==> src/hdl/deq_pkg.sv <==
// types and constants shared by the double-ended queue modules
package deq_pkg;

  localparam logic [2:0] MODE_DUMP_FWD  = 3'd0;
  localparam logic [2:0] MODE_DUMP_REV  = 3'd1;
  localparam logic [2:0] MODE_PUSH_FRONT = 3'd2;
  localparam logic [2:0] MODE_PUSH_BACK = 3'd3;
  localparam logic [2:0] MODE_POP_FRONT = 3'd4;
  localparam logic [2:0] MODE_POP_BACK  = 3'd5;
  localparam logic [2:0] MODE_CLEAR     = 3'd6;

  localparam logic [1:0] STATUS_OK    = 2'd0;
  localparam logic [1:0] STATUS_EMPTY = 2'd1;
  localparam logic [1:0] STATUS_FULL  = 2'd2;

  typedef enum logic [2:0] {
    OP_DUMP_FWD,
    OP_DUMP_REV,
    OP_PUSH_FRONT,
    OP_PUSH_BACK,
    OP_POP_FRONT,
    OP_POP_BACK,
    OP_CLEAR,
    OP_NOP
  } op_t;

  typedef struct packed {
    logic [2:0]         mode;
    logic signed [31:0] value;
  } in_item_t;

  typedef struct packed {
    logic [1:0]         status;
    logic signed [31:0] element;
    logic               last;
    logic [4:0]         occupancy;
  } out_item_t;

  typedef struct packed {
    op_t                op;
    logic signed [31:0] value;
  } cmd_t;

  typedef struct packed {
    logic valid;
    cmd_t cmd;
  } cmdq_t;

endpackage

==> src/hdl/deq_front.sv <==
// command intake: decodes each transfer and holds it in a two-entry queue
module deq_front (
  input  logic             clk,
  input  logic             rst_n,
  input  logic             start,
  output logic             busy,
  input  deq_pkg::in_item_t in_item,
  output deq_pkg::cmdq_t   cmdq,
  input  logic             cmd_pop
);
  import deq_pkg::*;

  cmd_t       q_r [2];
  logic       wr_ptr_r;
  logic       rd_ptr_r;
  logic [1:0] cnt_r;
  logic [1:0] cnt_nxt;
  logic       push;
  op_t        op_dec;

  always_comb begin
    unique case (in_item.mode)
      MODE_DUMP_FWD:   op_dec = OP_DUMP_FWD;
      MODE_DUMP_REV:   op_dec = OP_DUMP_REV;
      MODE_PUSH_FRONT: op_dec = OP_PUSH_FRONT;
      MODE_PUSH_BACK:  op_dec = OP_PUSH_BACK;
      MODE_POP_FRONT:  op_dec = OP_POP_FRONT;
      MODE_POP_BACK:   op_dec = OP_POP_BACK;
      MODE_CLEAR:      op_dec = OP_CLEAR;
      default:         op_dec = OP_NOP;
    endcase
  end

  assign busy       = (cnt_r == 2'd2);
  assign push       = start && !busy;
  assign cmdq.valid = (cnt_r != 2'd0);
  assign cmdq.cmd   = q_r[rd_ptr_r];

  always_comb begin
    cnt_nxt = cnt_r;
    if (push && !cmd_pop) begin
      cnt_nxt = cnt_r + 2'd1;
    end else if (!push && cmd_pop) begin
      cnt_nxt = cnt_r - 2'd1;
    end
  end

  always_ff @(posedge clk) begin
    if (push) begin
      q_r[wr_ptr_r] <= '{op: op_dec, value: in_item.value};
    end
  end

  always_ff @(posedge clk) begin
    if (!rst_n) begin
      wr_ptr_r <= 1'b0;
      rd_ptr_r <= 1'b0;
      cnt_r    <= 2'd0;
    end else begin
      cnt_r <= cnt_nxt;
      if (push) begin
        wr_ptr_r <= !wr_ptr_r;
      end
      if (cmd_pop) begin
        rd_ptr_r <= !rd_ptr_r;
      end
    end
  end

endmodule

==> src/hdl/deq_back.sv <==
// command execution: ring storage, head and fill count, dump sequencing
module deq_back #(
  parameter int DEPTH = 16
) (
  input  logic               clk,
  input  logic               rst_n,
  input  deq_pkg::cmdq_t     cmdq,
  output logic               cmd_pop,
  output logic               out_valid,
  output deq_pkg::out_item_t out_item
);
  import deq_pkg::*;

  localparam int HW = (DEPTH > 1) ? $clog2(DEPTH) : 1;
  localparam int CW = $clog2(DEPTH + 1);
  localparam int SW = HW + 1;

  logic signed [31:0] mem [DEPTH];
  logic signed [31:0] rd_data_r;

  logic [HW-1:0] head_r, head_nxt;
  logic [CW-1:0] count_r, count_nxt;
  logic          dump_active_r, dump_active_nxt;
  logic          dump_rev_r, dump_rev_nxt;
  logic [HW-1:0] dump_pos_r, dump_pos_nxt;
  logic [CW-1:0] dump_rem_r, dump_rem_nxt;

  logic          res_valid_nxt;
  logic [1:0]    status_r, status_nxt;
  logic          last_r, last_nxt;
  logic          use_mem_r, use_mem_nxt;
  logic [CW-1:0] occ_r;
  logic          out_valid_r;

  logic [HW-1:0] rd_addr;
  logic          wr_en;
  logic [HW-1:0] wr_addr;

  logic [SW-1:0] tail_sum, end_sum;
  logic [HW-1:0] tail_pos, end_pos;
  logic [HW-1:0] head_inc, head_dec, start_pos;
  logic [CW+4:0] occ_ext;

  function automatic logic [HW-1:0] ring_inc(input logic [HW-1:0] p);
    return (p == HW'(DEPTH - 1)) ? '0 : p + HW'(1);
  endfunction

  function automatic logic [HW-1:0] ring_dec(input logic [HW-1:0] p);
    return (p == '0) ? HW'(DEPTH - 1) : p - HW'(1);
  endfunction

  always_comb begin
    tail_sum = SW'(head_r) + SW'(count_r) - SW'(1);
    end_sum  = SW'(head_r) + SW'(count_r);
    tail_pos = (tail_sum >= SW'(DEPTH)) ? HW'(tail_sum - SW'(DEPTH)) : HW'(tail_sum);
    end_pos  = (end_sum >= SW'(DEPTH)) ? HW'(end_sum - SW'(DEPTH)) : HW'(end_sum);
    head_inc = ring_inc(head_r);
    head_dec = ring_dec(head_r);
  end

  always_comb begin
    head_nxt        = head_r;
    count_nxt       = count_r;
    dump_active_nxt = dump_active_r;
    dump_rev_nxt    = dump_rev_r;
    dump_pos_nxt    = dump_pos_r;
    dump_rem_nxt    = dump_rem_r;
    res_valid_nxt   = 1'b0;
    status_nxt      = STATUS_OK;
    last_nxt        = 1'b1;
    use_mem_nxt     = 1'b0;
    rd_addr         = dump_pos_r;
    wr_en           = 1'b0;
    wr_addr         = end_pos;
    cmd_pop         = 1'b0;
    start_pos       = head_r;

    if (dump_active_r) begin
      res_valid_nxt   = 1'b1;
      use_mem_nxt     = 1'b1;
      last_nxt        = (dump_rem_r == CW'(1));
      dump_rem_nxt    = dump_rem_r - CW'(1);
      dump_active_nxt = (dump_rem_r != CW'(1));
      dump_pos_nxt    = dump_rev_r ? ring_dec(dump_pos_r) : ring_inc(dump_pos_r);
    end else if (cmdq.valid) begin
      cmd_pop       = 1'b1;
      res_valid_nxt = 1'b1;
      unique case (cmdq.cmd.op)
        OP_DUMP_FWD, OP_DUMP_REV: begin
          if (count_r == '0) begin
            status_nxt = STATUS_EMPTY;
          end else begin
            start_pos       = (cmdq.cmd.op == OP_DUMP_REV) ? tail_pos : head_r;
            rd_addr         = start_pos;
            use_mem_nxt     = 1'b1;
            last_nxt        = (count_r == CW'(1));
            dump_active_nxt = (count_r != CW'(1));
            dump_rev_nxt    = (cmdq.cmd.op == OP_DUMP_REV);
            dump_rem_nxt    = count_r - CW'(1);
            dump_pos_nxt    = (cmdq.cmd.op == OP_DUMP_REV) ? ring_dec(start_pos)
                                                          : ring_inc(start_pos);
          end
        end
        OP_PUSH_FRONT: begin
          if (count_r == CW'(DEPTH)) begin
            status_nxt = STATUS_FULL;
          end else begin
            head_nxt  = head_dec;
            wr_en     = 1'b1;
            wr_addr   = head_dec;
            count_nxt = count_r + CW'(1);
          end
        end
        OP_PUSH_BACK: begin
          if (count_r == CW'(DEPTH)) begin
            status_nxt = STATUS_FULL;
          end else begin
            wr_en     = 1'b1;
            wr_addr   = end_pos;
            count_nxt = count_r + CW'(1);
          end
        end
        OP_POP_FRONT: begin
          if (count_r == '0) begin
            status_nxt = STATUS_EMPTY;
          end else begin
            head_nxt  = head_inc;
            count_nxt = count_r - CW'(1);
          end
        end
        OP_POP_BACK: begin
          if (count_r == '0) begin
            status_nxt = STATUS_EMPTY;
          end else begin
            count_nxt = count_r - CW'(1);
          end
        end
        OP_CLEAR: begin
          head_nxt = '0;
          if (count_r == '0) begin
            status_nxt = STATUS_EMPTY;
          end else begin
            count_nxt = '0;
          end
        end
        default: begin
          status_nxt = STATUS_OK;
        end
      endcase
    end
  end

  always_ff @(posedge clk) begin
    if (wr_en) begin
      mem[wr_addr] <= cmdq.cmd.value;
    end
    rd_data_r <= mem[rd_addr];
  end

  always_ff @(posedge clk) begin
    if (!rst_n) begin
      head_r        <= '0;
      count_r       <= '0;
      dump_active_r <= 1'b0;
      dump_rev_r    <= 1'b0;
      dump_pos_r    <= '0;
      dump_rem_r    <= '0;
      out_valid_r   <= 1'b0;
    end else begin
      head_r        <= head_nxt;
      count_r       <= count_nxt;
      dump_active_r <= dump_active_nxt;
      dump_rev_r    <= dump_rev_nxt;
      dump_pos_r    <= dump_pos_nxt;
      dump_rem_r    <= dump_rem_nxt;
      out_valid_r   <= res_valid_nxt;
    end
  end

  always_ff @(posedge clk) begin
    status_r  <= status_nxt;
    last_r    <= last_nxt;
    use_mem_r <= use_mem_nxt;
    occ_r     <= count_nxt;
  end

  assign occ_ext            = {5'b0, occ_r};
  assign out_valid          = out_valid_r;
  assign out_item.status    = status_r;
  assign out_item.element   = use_mem_r ? rd_data_r : 32'sd0;
  assign out_item.last      = last_r;
  assign out_item.occupancy = occ_ext[4:0];

`ifndef NO_ASSERTIONS
  a_count_bound: assert property (@(posedge clk) disable iff (!rst_n)
    count_r <= CW'(DEPTH))
    else $error("fill count above depth");

  a_dump_rem: assert property (@(posedge clk) disable iff (!rst_n)
    dump_active_r |-> (dump_rem_r != '0) && (dump_rem_r < count_r))
    else $error("dump remainder out of range");

  a_dump_holds_count: assert property (@(posedge clk) disable iff (!rst_n)
    dump_active_r |=> count_r == $past(count_r))
    else $error("fill count changed during dump");

  a_no_pop_in_dump: assert property (@(posedge clk) disable iff (!rst_n)
    dump_active_r |-> !cmd_pop)
    else $error("command taken during dump");
`endif

endmodule

==> src/hdl/double_ended_queue.sv <==
// top level of the bounded double-ended queue
// A command is taken when start is high and busy is low; busy rises only when
// two commands are waiting in the intake queue. Its result strobes on out_valid
// once the command has passed the intake queue and the executor's result
// register, and the receiver cannot stall it. Push, pop, clear and unused codes
// produce one result each and run at one command per cycle while no dump holds
// the executor. A dump produces one result per stored element (one result when
// empty), one per cycle from the single read port of the ring storage, and
// holds the executor until its last element is read; the last result of every
// command has last set. Storage needs no clearing after reset.
module double_ended_queue #(
  parameter int DEPTH = 16
) (
  input  logic               clk,
  input  logic               rst_n,
  input  logic               start,
  output logic               busy,
  input  deq_pkg::in_item_t  in_item,
  output logic               out_valid,
  output deq_pkg::out_item_t out_item
);
  import deq_pkg::*;

  cmdq_t cmdq;
  logic  cmd_pop;

  deq_front u_front (
    .clk     (clk),
    .rst_n   (rst_n),
    .start   (start),
    .busy    (busy),
    .in_item (in_item),
    .cmdq    (cmdq),
    .cmd_pop (cmd_pop)
  );

  deq_back #(
    .DEPTH (DEPTH)
  ) u_back (
    .clk       (clk),
    .rst_n     (rst_n),
    .cmdq      (cmdq),
    .cmd_pop   (cmd_pop),
    .out_valid (out_valid),
    .out_item  (out_item)
  );

endmodule
==> config.mk <==
export PLATFORM = sky130hd
export DESIGN_NAME = double_ended_queue
export DESIGN_NICKNAME = d
export VERILOG_FILES = /design/src/hdl/deq_pkg.sv /design/src/hdl/deq_front.sv /design/src/hdl/deq_back.sv /design/src/hdl/double_ended_queue.sv
export SDC_FILE = /design/constraint.sdc
export NUM_CORES = 1
export LEC_CHECK = 0
export BUFFER_PORTS_ARGS = -buffer_cell sky130_fd_sc_hd__buf_2
export CORE_MARGIN = 4
export CORE_UTILIZATION = 62
export CTS_CLUSTER_DIAMETER = 30
export CTS_CLUSTER_SIZE = 30
export DETAILED_ROUTE_END_ITERATION = 6
export PLACE_DENSITY_LB_ADDON = 0.3
export SYNTH_ARGS = -nofsm -noshare
export SYNTH_HDL_FRONTEND = slang
export SYNTH_HIERARCHICAL = 1
export SYNTH_SLANG_ARGS = --single-unit
==> constraint.sdc <==
create_clock -name clk -period 13.92 [get_ports clk]
set_input_delay 2.088 -clock clk [delete_from_list [all_inputs] [get_ports clk]]
set_output_delay 2.088 -clock clk [all_outputs]
set_load 0.02 [all_outputs]
## Yosys cells after proc, flatten, opt, wreduce, memory -nomap -nowiden

Memories as Yosys holds them, arrays and structs flattened. A register that Yosys moved wholly into a read port is not among the register bits.
Index checks and enable logic that the tools add are counted.
Widths: inputs -> output; s select.

| word-level totals | value |
|---|---|
| ROM bits | 0 |
| bits in latches | 0 |
| memories | 2 |
| RAM bits | 582 |
| flip-flop bits (word level) | 34 |
| word-level logic and storage cells | 154 |

| cells by class | value |
|---|---|
| eq/ne operators | 24 |
| bitwise gates (word level) | 3 |
| shift-type cells | 0 |
| multiplexer cells | 67 |
| reductions and logical operators | 27 |
| order comparisons | 2 |
| div/mod/pow operators | 0 |
| add/subtract/negate cells | 15 |
| multiply operators | 0 |

Memories:

| name | words | width | read ports | clocked after Yosys merged registers in | write ports | line | RTL |
|---|---|---|---|---|---|---|---|
| u_back.mem | 16 | 32 | 1 | 1 | 1 | deq_back.sv:18 | `logic signed [31:0] mem [DEPTH];` |
| u_front.q_r | 2 | 35 | 1 | 1 | 1 | deq_front.sv:13 | `cmd_t q_r [2];` |

Operators by type and width:

| operator | number |
|---|---|
| $mux 4 | 25 |
| $mux 5 | 9 |
| $mux 32 | 1 |
| $mux 1 | 25 |
| $pmux 3 s7 | 1 |
| $sub 4x1->4 const B | 5 |
| $eq 3x3->1 const B | 6 |
| $pmux 5 s3 | 1 |
| $sub 5x1->5 const B | 3 |
| $add 4x1->4 const B | 3 |
| $eq 3x2->1 const B | 4 |
| $eq 4x4->1 const B | 3 |
| $logic_not 4->1 | 3 |
| $pmux 4 s3 | 1 |
| $eq 5x1->1 const B | 2 |
| $ge 5x5->1 const B | 2 |
| $ne 5x1->1 const B | 2 |
| $reduce_bool 2->1 | 4 |
| $reduce_or 2->1 | 4 |
| $eq 3x1->1 const B | 2 |
| $logic_not 3->1 | 2 |
| $mux 2 | 3 |
| $add 4x5->5 | 1 |
| $add 5x1->5 const B | 1 |
| 16 further kinds | 25 |

## Longest topological paths before layout

| logic depth | value |
|---|---|
| depth after elaboration | 12 |
| depth in mapped cells | 15 |
| gate-level depth less buffers | 13 |

## By module

Netlist, hierarchy kept.

Modules (own cells, without submodules):

| module | area each (µm²) | instances | cells an instance | seq. area each (µm²) |
|---|---|---|---|---|
| deq_back | 24003.0 | 1 | 1439 | 16615.9 |
| deq_front | 2783.9 | 1 | 137 | 2202.1 |

## Worst setup path before layout

Ideal clock, no wire load.

| timing | value |
|---|---|
| kind | register to register |
| from | register with a tool-made name |
| to | memory u_back.mem[12][0], enable pin |
| clock period less this slack | 4.928 ns |
| setup slack | 8.992 ns |
| data required time | 13.459 ns |
| library setup time | 0.461 ns |
| path buffers | 2 |
| stages on the path, launching flop included | 10 |
| data arrival time | 4.467 ns |
| cells stage by stage | dfxtp_1 -> buf_2 -> buf_6 -> mux2_1 -> nor2b_1 -> nand2_1 -> nor3_1 -> mux2i_1 -> nand2_1 -> nor3_1 |

RTL lines:

| item | line |
|---|---|
| to (decl) | deq_back.sv:18 |

## Worst setup path after layout

| timing | value |
|---|---|
| from | register u_back.count_r[0] |
| to | register u_back.rd_data_r[10], read port of u_back.mem |

| between the ends | value |
|---|---|
| cells in the longest elaborated chain, start to end | 9 |
| elaborated cells between the ends (all ways) | 11 |

Ends and longest elaborated chain:

| item | line | RTL |
|---|---|---|
| from (decl) | deq_back.sv:22 | `logic [CW-1:0] count_r, count_nxt;` |
| from (signal assigned) | deq_back.sv:171 | `count_r <= count_nxt;` |
| $add 4x5->5 | deq_back.sv:53 | `tail_sum = SW'(head_r) + SW'(count_r) - SW'(1);` |
| $sub 5x1->5 | deq_back.sv:53 |  |
| $sub 4x1->4 / $ge 5x5->1 (equally long branches) | deq_back.sv:55 | `tail_pos = (tail_sum >= SW'(DEPTH)) ? HW'(tail_sum - SW'(DEPTH)) : HW'(tail_sum);` |
| $mux 4 | deq_back.sv:55 |  |
| $mux 4 | deq_back.sv:93 | `start_pos = (cmdq.cmd.op == OP_DUMP_REV) ? tail_pos : head_r;` |
| $mux 4 * | deq_back.sv:90 | `if (count_r == '0) begin` |
| $mux 4 * | deq_back.sv:88 | `unique case (cmdq.cmd.op)` |
| $mux 4 * | deq_back.sv:85 | `end else if (cmdq.valid) begin` |
| $mux 4 * | deq_back.sv:78 | `if (dump_active_r) begin` |
| to (decl) | deq_back.sv:19 | `logic signed [31:0] rd_data_r;` |

Mark *: on every way between the ends. The rest lies on a longest branch, timed or not.
A chain may end at the register's enable or synchronous reset.

==> impl_metrics.yaml <==
synthesis:
  synth-edff-count: 582
  syn-num-nets: 1634
  synth_cells: 1576
  synth_top_area_cell: "edfxtp_1"
  netlist.area_leader.share_pct: 65.2
  yosysSeqAreaShare_pct: 70.3
  ys_ff_latch: 649
  synth-main-ff-cell: "edfxtp_1"
  synth-async-reset-ratio_pct: 0
  synthTopCellsByArea: "edfxtp_1 65%, mux2i_1 18%, dfxtp_1 5.0%"
  syn_area_per_cell_um2: 17.0
  syn_area_um2: 26800
  synth.distinct_cells: 68
  synth_warnings: 6
clocking:
  clk_latency_ps: 650
  post_cts_hold_buffer_count: 0
  cts_tree: "done"
  cts_sinks: 649
  clockRootBuffer: "clkbuf_16"
  ctsResizeCount: 0
  post_cts_buffers: 0
  clockBufferDepth: 3
  clk_pin_slew_ps: 50
  htreeDepth: 3
  cts_made_buffers: 109
cells_and_area:
  syn_to_final_growth_pct: 18.2
  drive_gt1_share_pct: 20.0
  instances_no_fill: 2393
  finalNetCount: 1779
  multi_input_area_um2: 7310
  insertedDiodeCount: 0
  fillers: 2459
  seq_area_um2: 18800
timing:
  clock.fmax_mhz: 194
  setup_tns_ps: 0
  timing.final.crit_period_ps: 5170
  clock_skew_ps: 21.1
  report.final.slew_viol_count: 0
  layout_worst_path_cycle_share_pct: 37.1
  setup_viol: 0
  grt_setup_unrepaired: "no"
  hold_violations: 0
  relSlewSlack_pct: 13.9
  worstMarginPinSlew_ps: 1280
global_route:
  grt_pass1_wl_um: 86600
  gr-total-overflow: 0
  grtUsageTotal_pct: 24.3
  antenna_found_initial: 0
  grt_max_degree: 153
  grt_pass1_vias: 14816
floorplanning:
  die_area_um2: 46600
  io-pin-count: 80
  die_h_um: 216
  core-area_um2: 42300
  initial_core_util_pct: 63.3
  die_w_um: 216
  row_count: 75
worst_setup_path:
  cp.required_ps: 14400
  critPathTopFamily: "multiplexers"
  slowest_stage: "a21oi_4"
  crit_buf_inv: 2
  arrival_ps: 5640
  cp-start-kind: "register"
  crit_fanout: 53
  cpMostUsedCell: "mux2i_1"
  max_stage_delay_ps: 930
  crit_chain: "ha_1 -> fa_1 -> inv_1 -> ha_1 -> xor3_1 -> mux2i_1 -> nor2_1 -> a21oi_4 -> buf_4 -> mux2i_1 -> mux2i_1 -> mux2i_1"
  critPathKind: "register to register"
  end_kind: "register"
detailed_routing:
  dr.pass1.iters: 6
  vias: 14267
  wl_per_cell_um: 23.7
  drtIter0Drc: 1220
  ant_nets: 0
  drt_wl_total_um: 56600
  vias_per_cell: 5.96
  drc: 0
power_and_ir_drop:
  power.total_mw: 6.09
  power_leakage_nw: 13.4
  ir_drop_uv: 152
  p_per_area_nw_per_um2: 192
outcome:
  status: "complete, no violations"
place:
  gp_congestion: 0.833
  io_buffers: 79
  place_inst: 2187
  hpwlAfterDp_um: 28300
min_path:
  hp-class: "register to register"
run:
  drv_cap: 0
==> metrics by stage <==
step / setup WS, ps / area, µm² / utilization, % / hold WS [ps]
4_1_cts: 8810 / 31700 / 74.8 / 521
6_report: 8750 / 31700 / 74.8 / 521
2_1_floorplan: 8990 / 26800 / - / 477
5_1_grt: 8490 / 31700 / 74.8 / 572
3_5_place_dp: 8930 / 27600 / 65.3 / 515
3_3_place_gp: 9050 / 27600 / 65.3 / 495
==> synthesized netlist by cell type (4+ instances only) <==
cell type  instances
o22ai_1            4
a211oi_1           4
nor2_1            41
mux2_2            34
buf_6             21
edfxtp_1         582
and2_1            41
nand2_1           29
inv_1             25
ha_1              19
o21ai_0           21
nand3_1            6
buf_2             25
xnor2_1            7
buf_12            11
nand2b_1           6
clkbuf_1          17
nand3b_1           4
dfxtp_1           67
a31oi_1            6
a21oi_1           32
and3_1             4
xor2_1             6
nor3_1            15
o31ai_1            4
mux2i_1          484
==> layout by cell type, fill, tap and decap left out, types with 10 or more instances in the layout <==
cell / count
mux2_2: 34
buf_4: 35
o21ai_0: 21
edfxtp_1: 582
ha_1: 19
dfxtp_1: 66
inv_1: 25
clkbuf_16: 112
nand2_1: 29
a21oi_1: 31
clkinv_2: 10
mux2i_1: 484
clkinv_1: 10
bufinv_16: 23
nor2_1: 33
and2_1: 41
clkinvlp_4: 19
buf_2: 79
==> state kept, by name, indices dropped and copies added, names as in the netlist, named ones only <==
name	flops
u_front/rd_ptr_r	1
u_back/head_r	4
u_front/wr_ptr_r	1
u_back/dump_rev_r	1
u_back/use_mem_r	1
u_front/cnt_r	2
u_back/last_r	1
u_front/q_r	70
u_back/mem	512
u_back/count_r	5
u_back/dump_pos_r	4
u_back/rd_data_r	32
u_back/dump_rem_r	5
u_back/dump_active_r	1
u_back/status_r	2
u_back/out_valid	1
u_back/occ_r	5
==> metal layers <==
metal	global-route usage (%)	wire, µm	up-vias
met4	9.43	1650	0
met1	32.2	23400	7264
li1	-	-	6381
met3	4.43	3270	123
met2	40.6	28300	499
met5	0	0	-
==> layout make-up <==
| class | count | area share (%) |
|---|---|---|
| sequential | 649 | 59.4 |
| multi-input combinational | 820 | 23.1 |
| clock buffer | 123 | 9.08 |
| clock inverter | 83 | 3.69 |
| tap | 577 | 2.28 |
| timing repair buffer | 115 | 2.14 |
| inverter | 26 | 0.308 |
==> worst register-to-register path, delay by kind of cell (launching register included) <==
kind / cells / cell delay (ps)
buffers and inverters: 2 / 1020
XOR/XNOR: 1 / 390
flip-flops: 1 / 420
AO/OA/AOI/OAI: 1 / 930
adder cells (fa/ha/maj): 3 / 1010
multiplexers: 4 / 1120
AND/OR/NAND/NOR: 1 / 140
==> power breakdown <==
group	internal, mW	total [mW]	switching (mW)
Combinational	0.256	0.779	0.523
Clock	1.92	2.87	0.947
Sequential	2.38	2.44	0.0524
Total	4.56	6.09	1.52
==> cell families after synthesis <==
logic type,share of synthesized area (%)
flops,70.3
mux,19.7
simple gates,3.17
buf+inv,2.95
compound gates,2.34
fa+ha+maj,0.962
xor+xnor,0.598
==> final timing paths <==
path,to,cells past startpoint,slack [ps],startpoint
setup / recovery,u_back/rd_data_r[10]$_DFF_P_,12,8750,u_back/count_r[0]$_SDFF_PN0_
hold / removal,u_front/cnt_r[1]$_SDFFE_PN0P_,2,520,u_front/cnt_r[1]$_SDFFE_PN0P_
setup reg to reg,u_back/rd_data_r[10]$_DFF_P_,12,8750,u_back/count_r[0]$_SDFF_PN0_
hold reg to reg,u_front/cnt_r[1]$_SDFFE_PN0P_,2,520,u_front/cnt_r[1]$_SDFFE_PN0P_
Note: power is estimated with default switching activity, not from simulation.
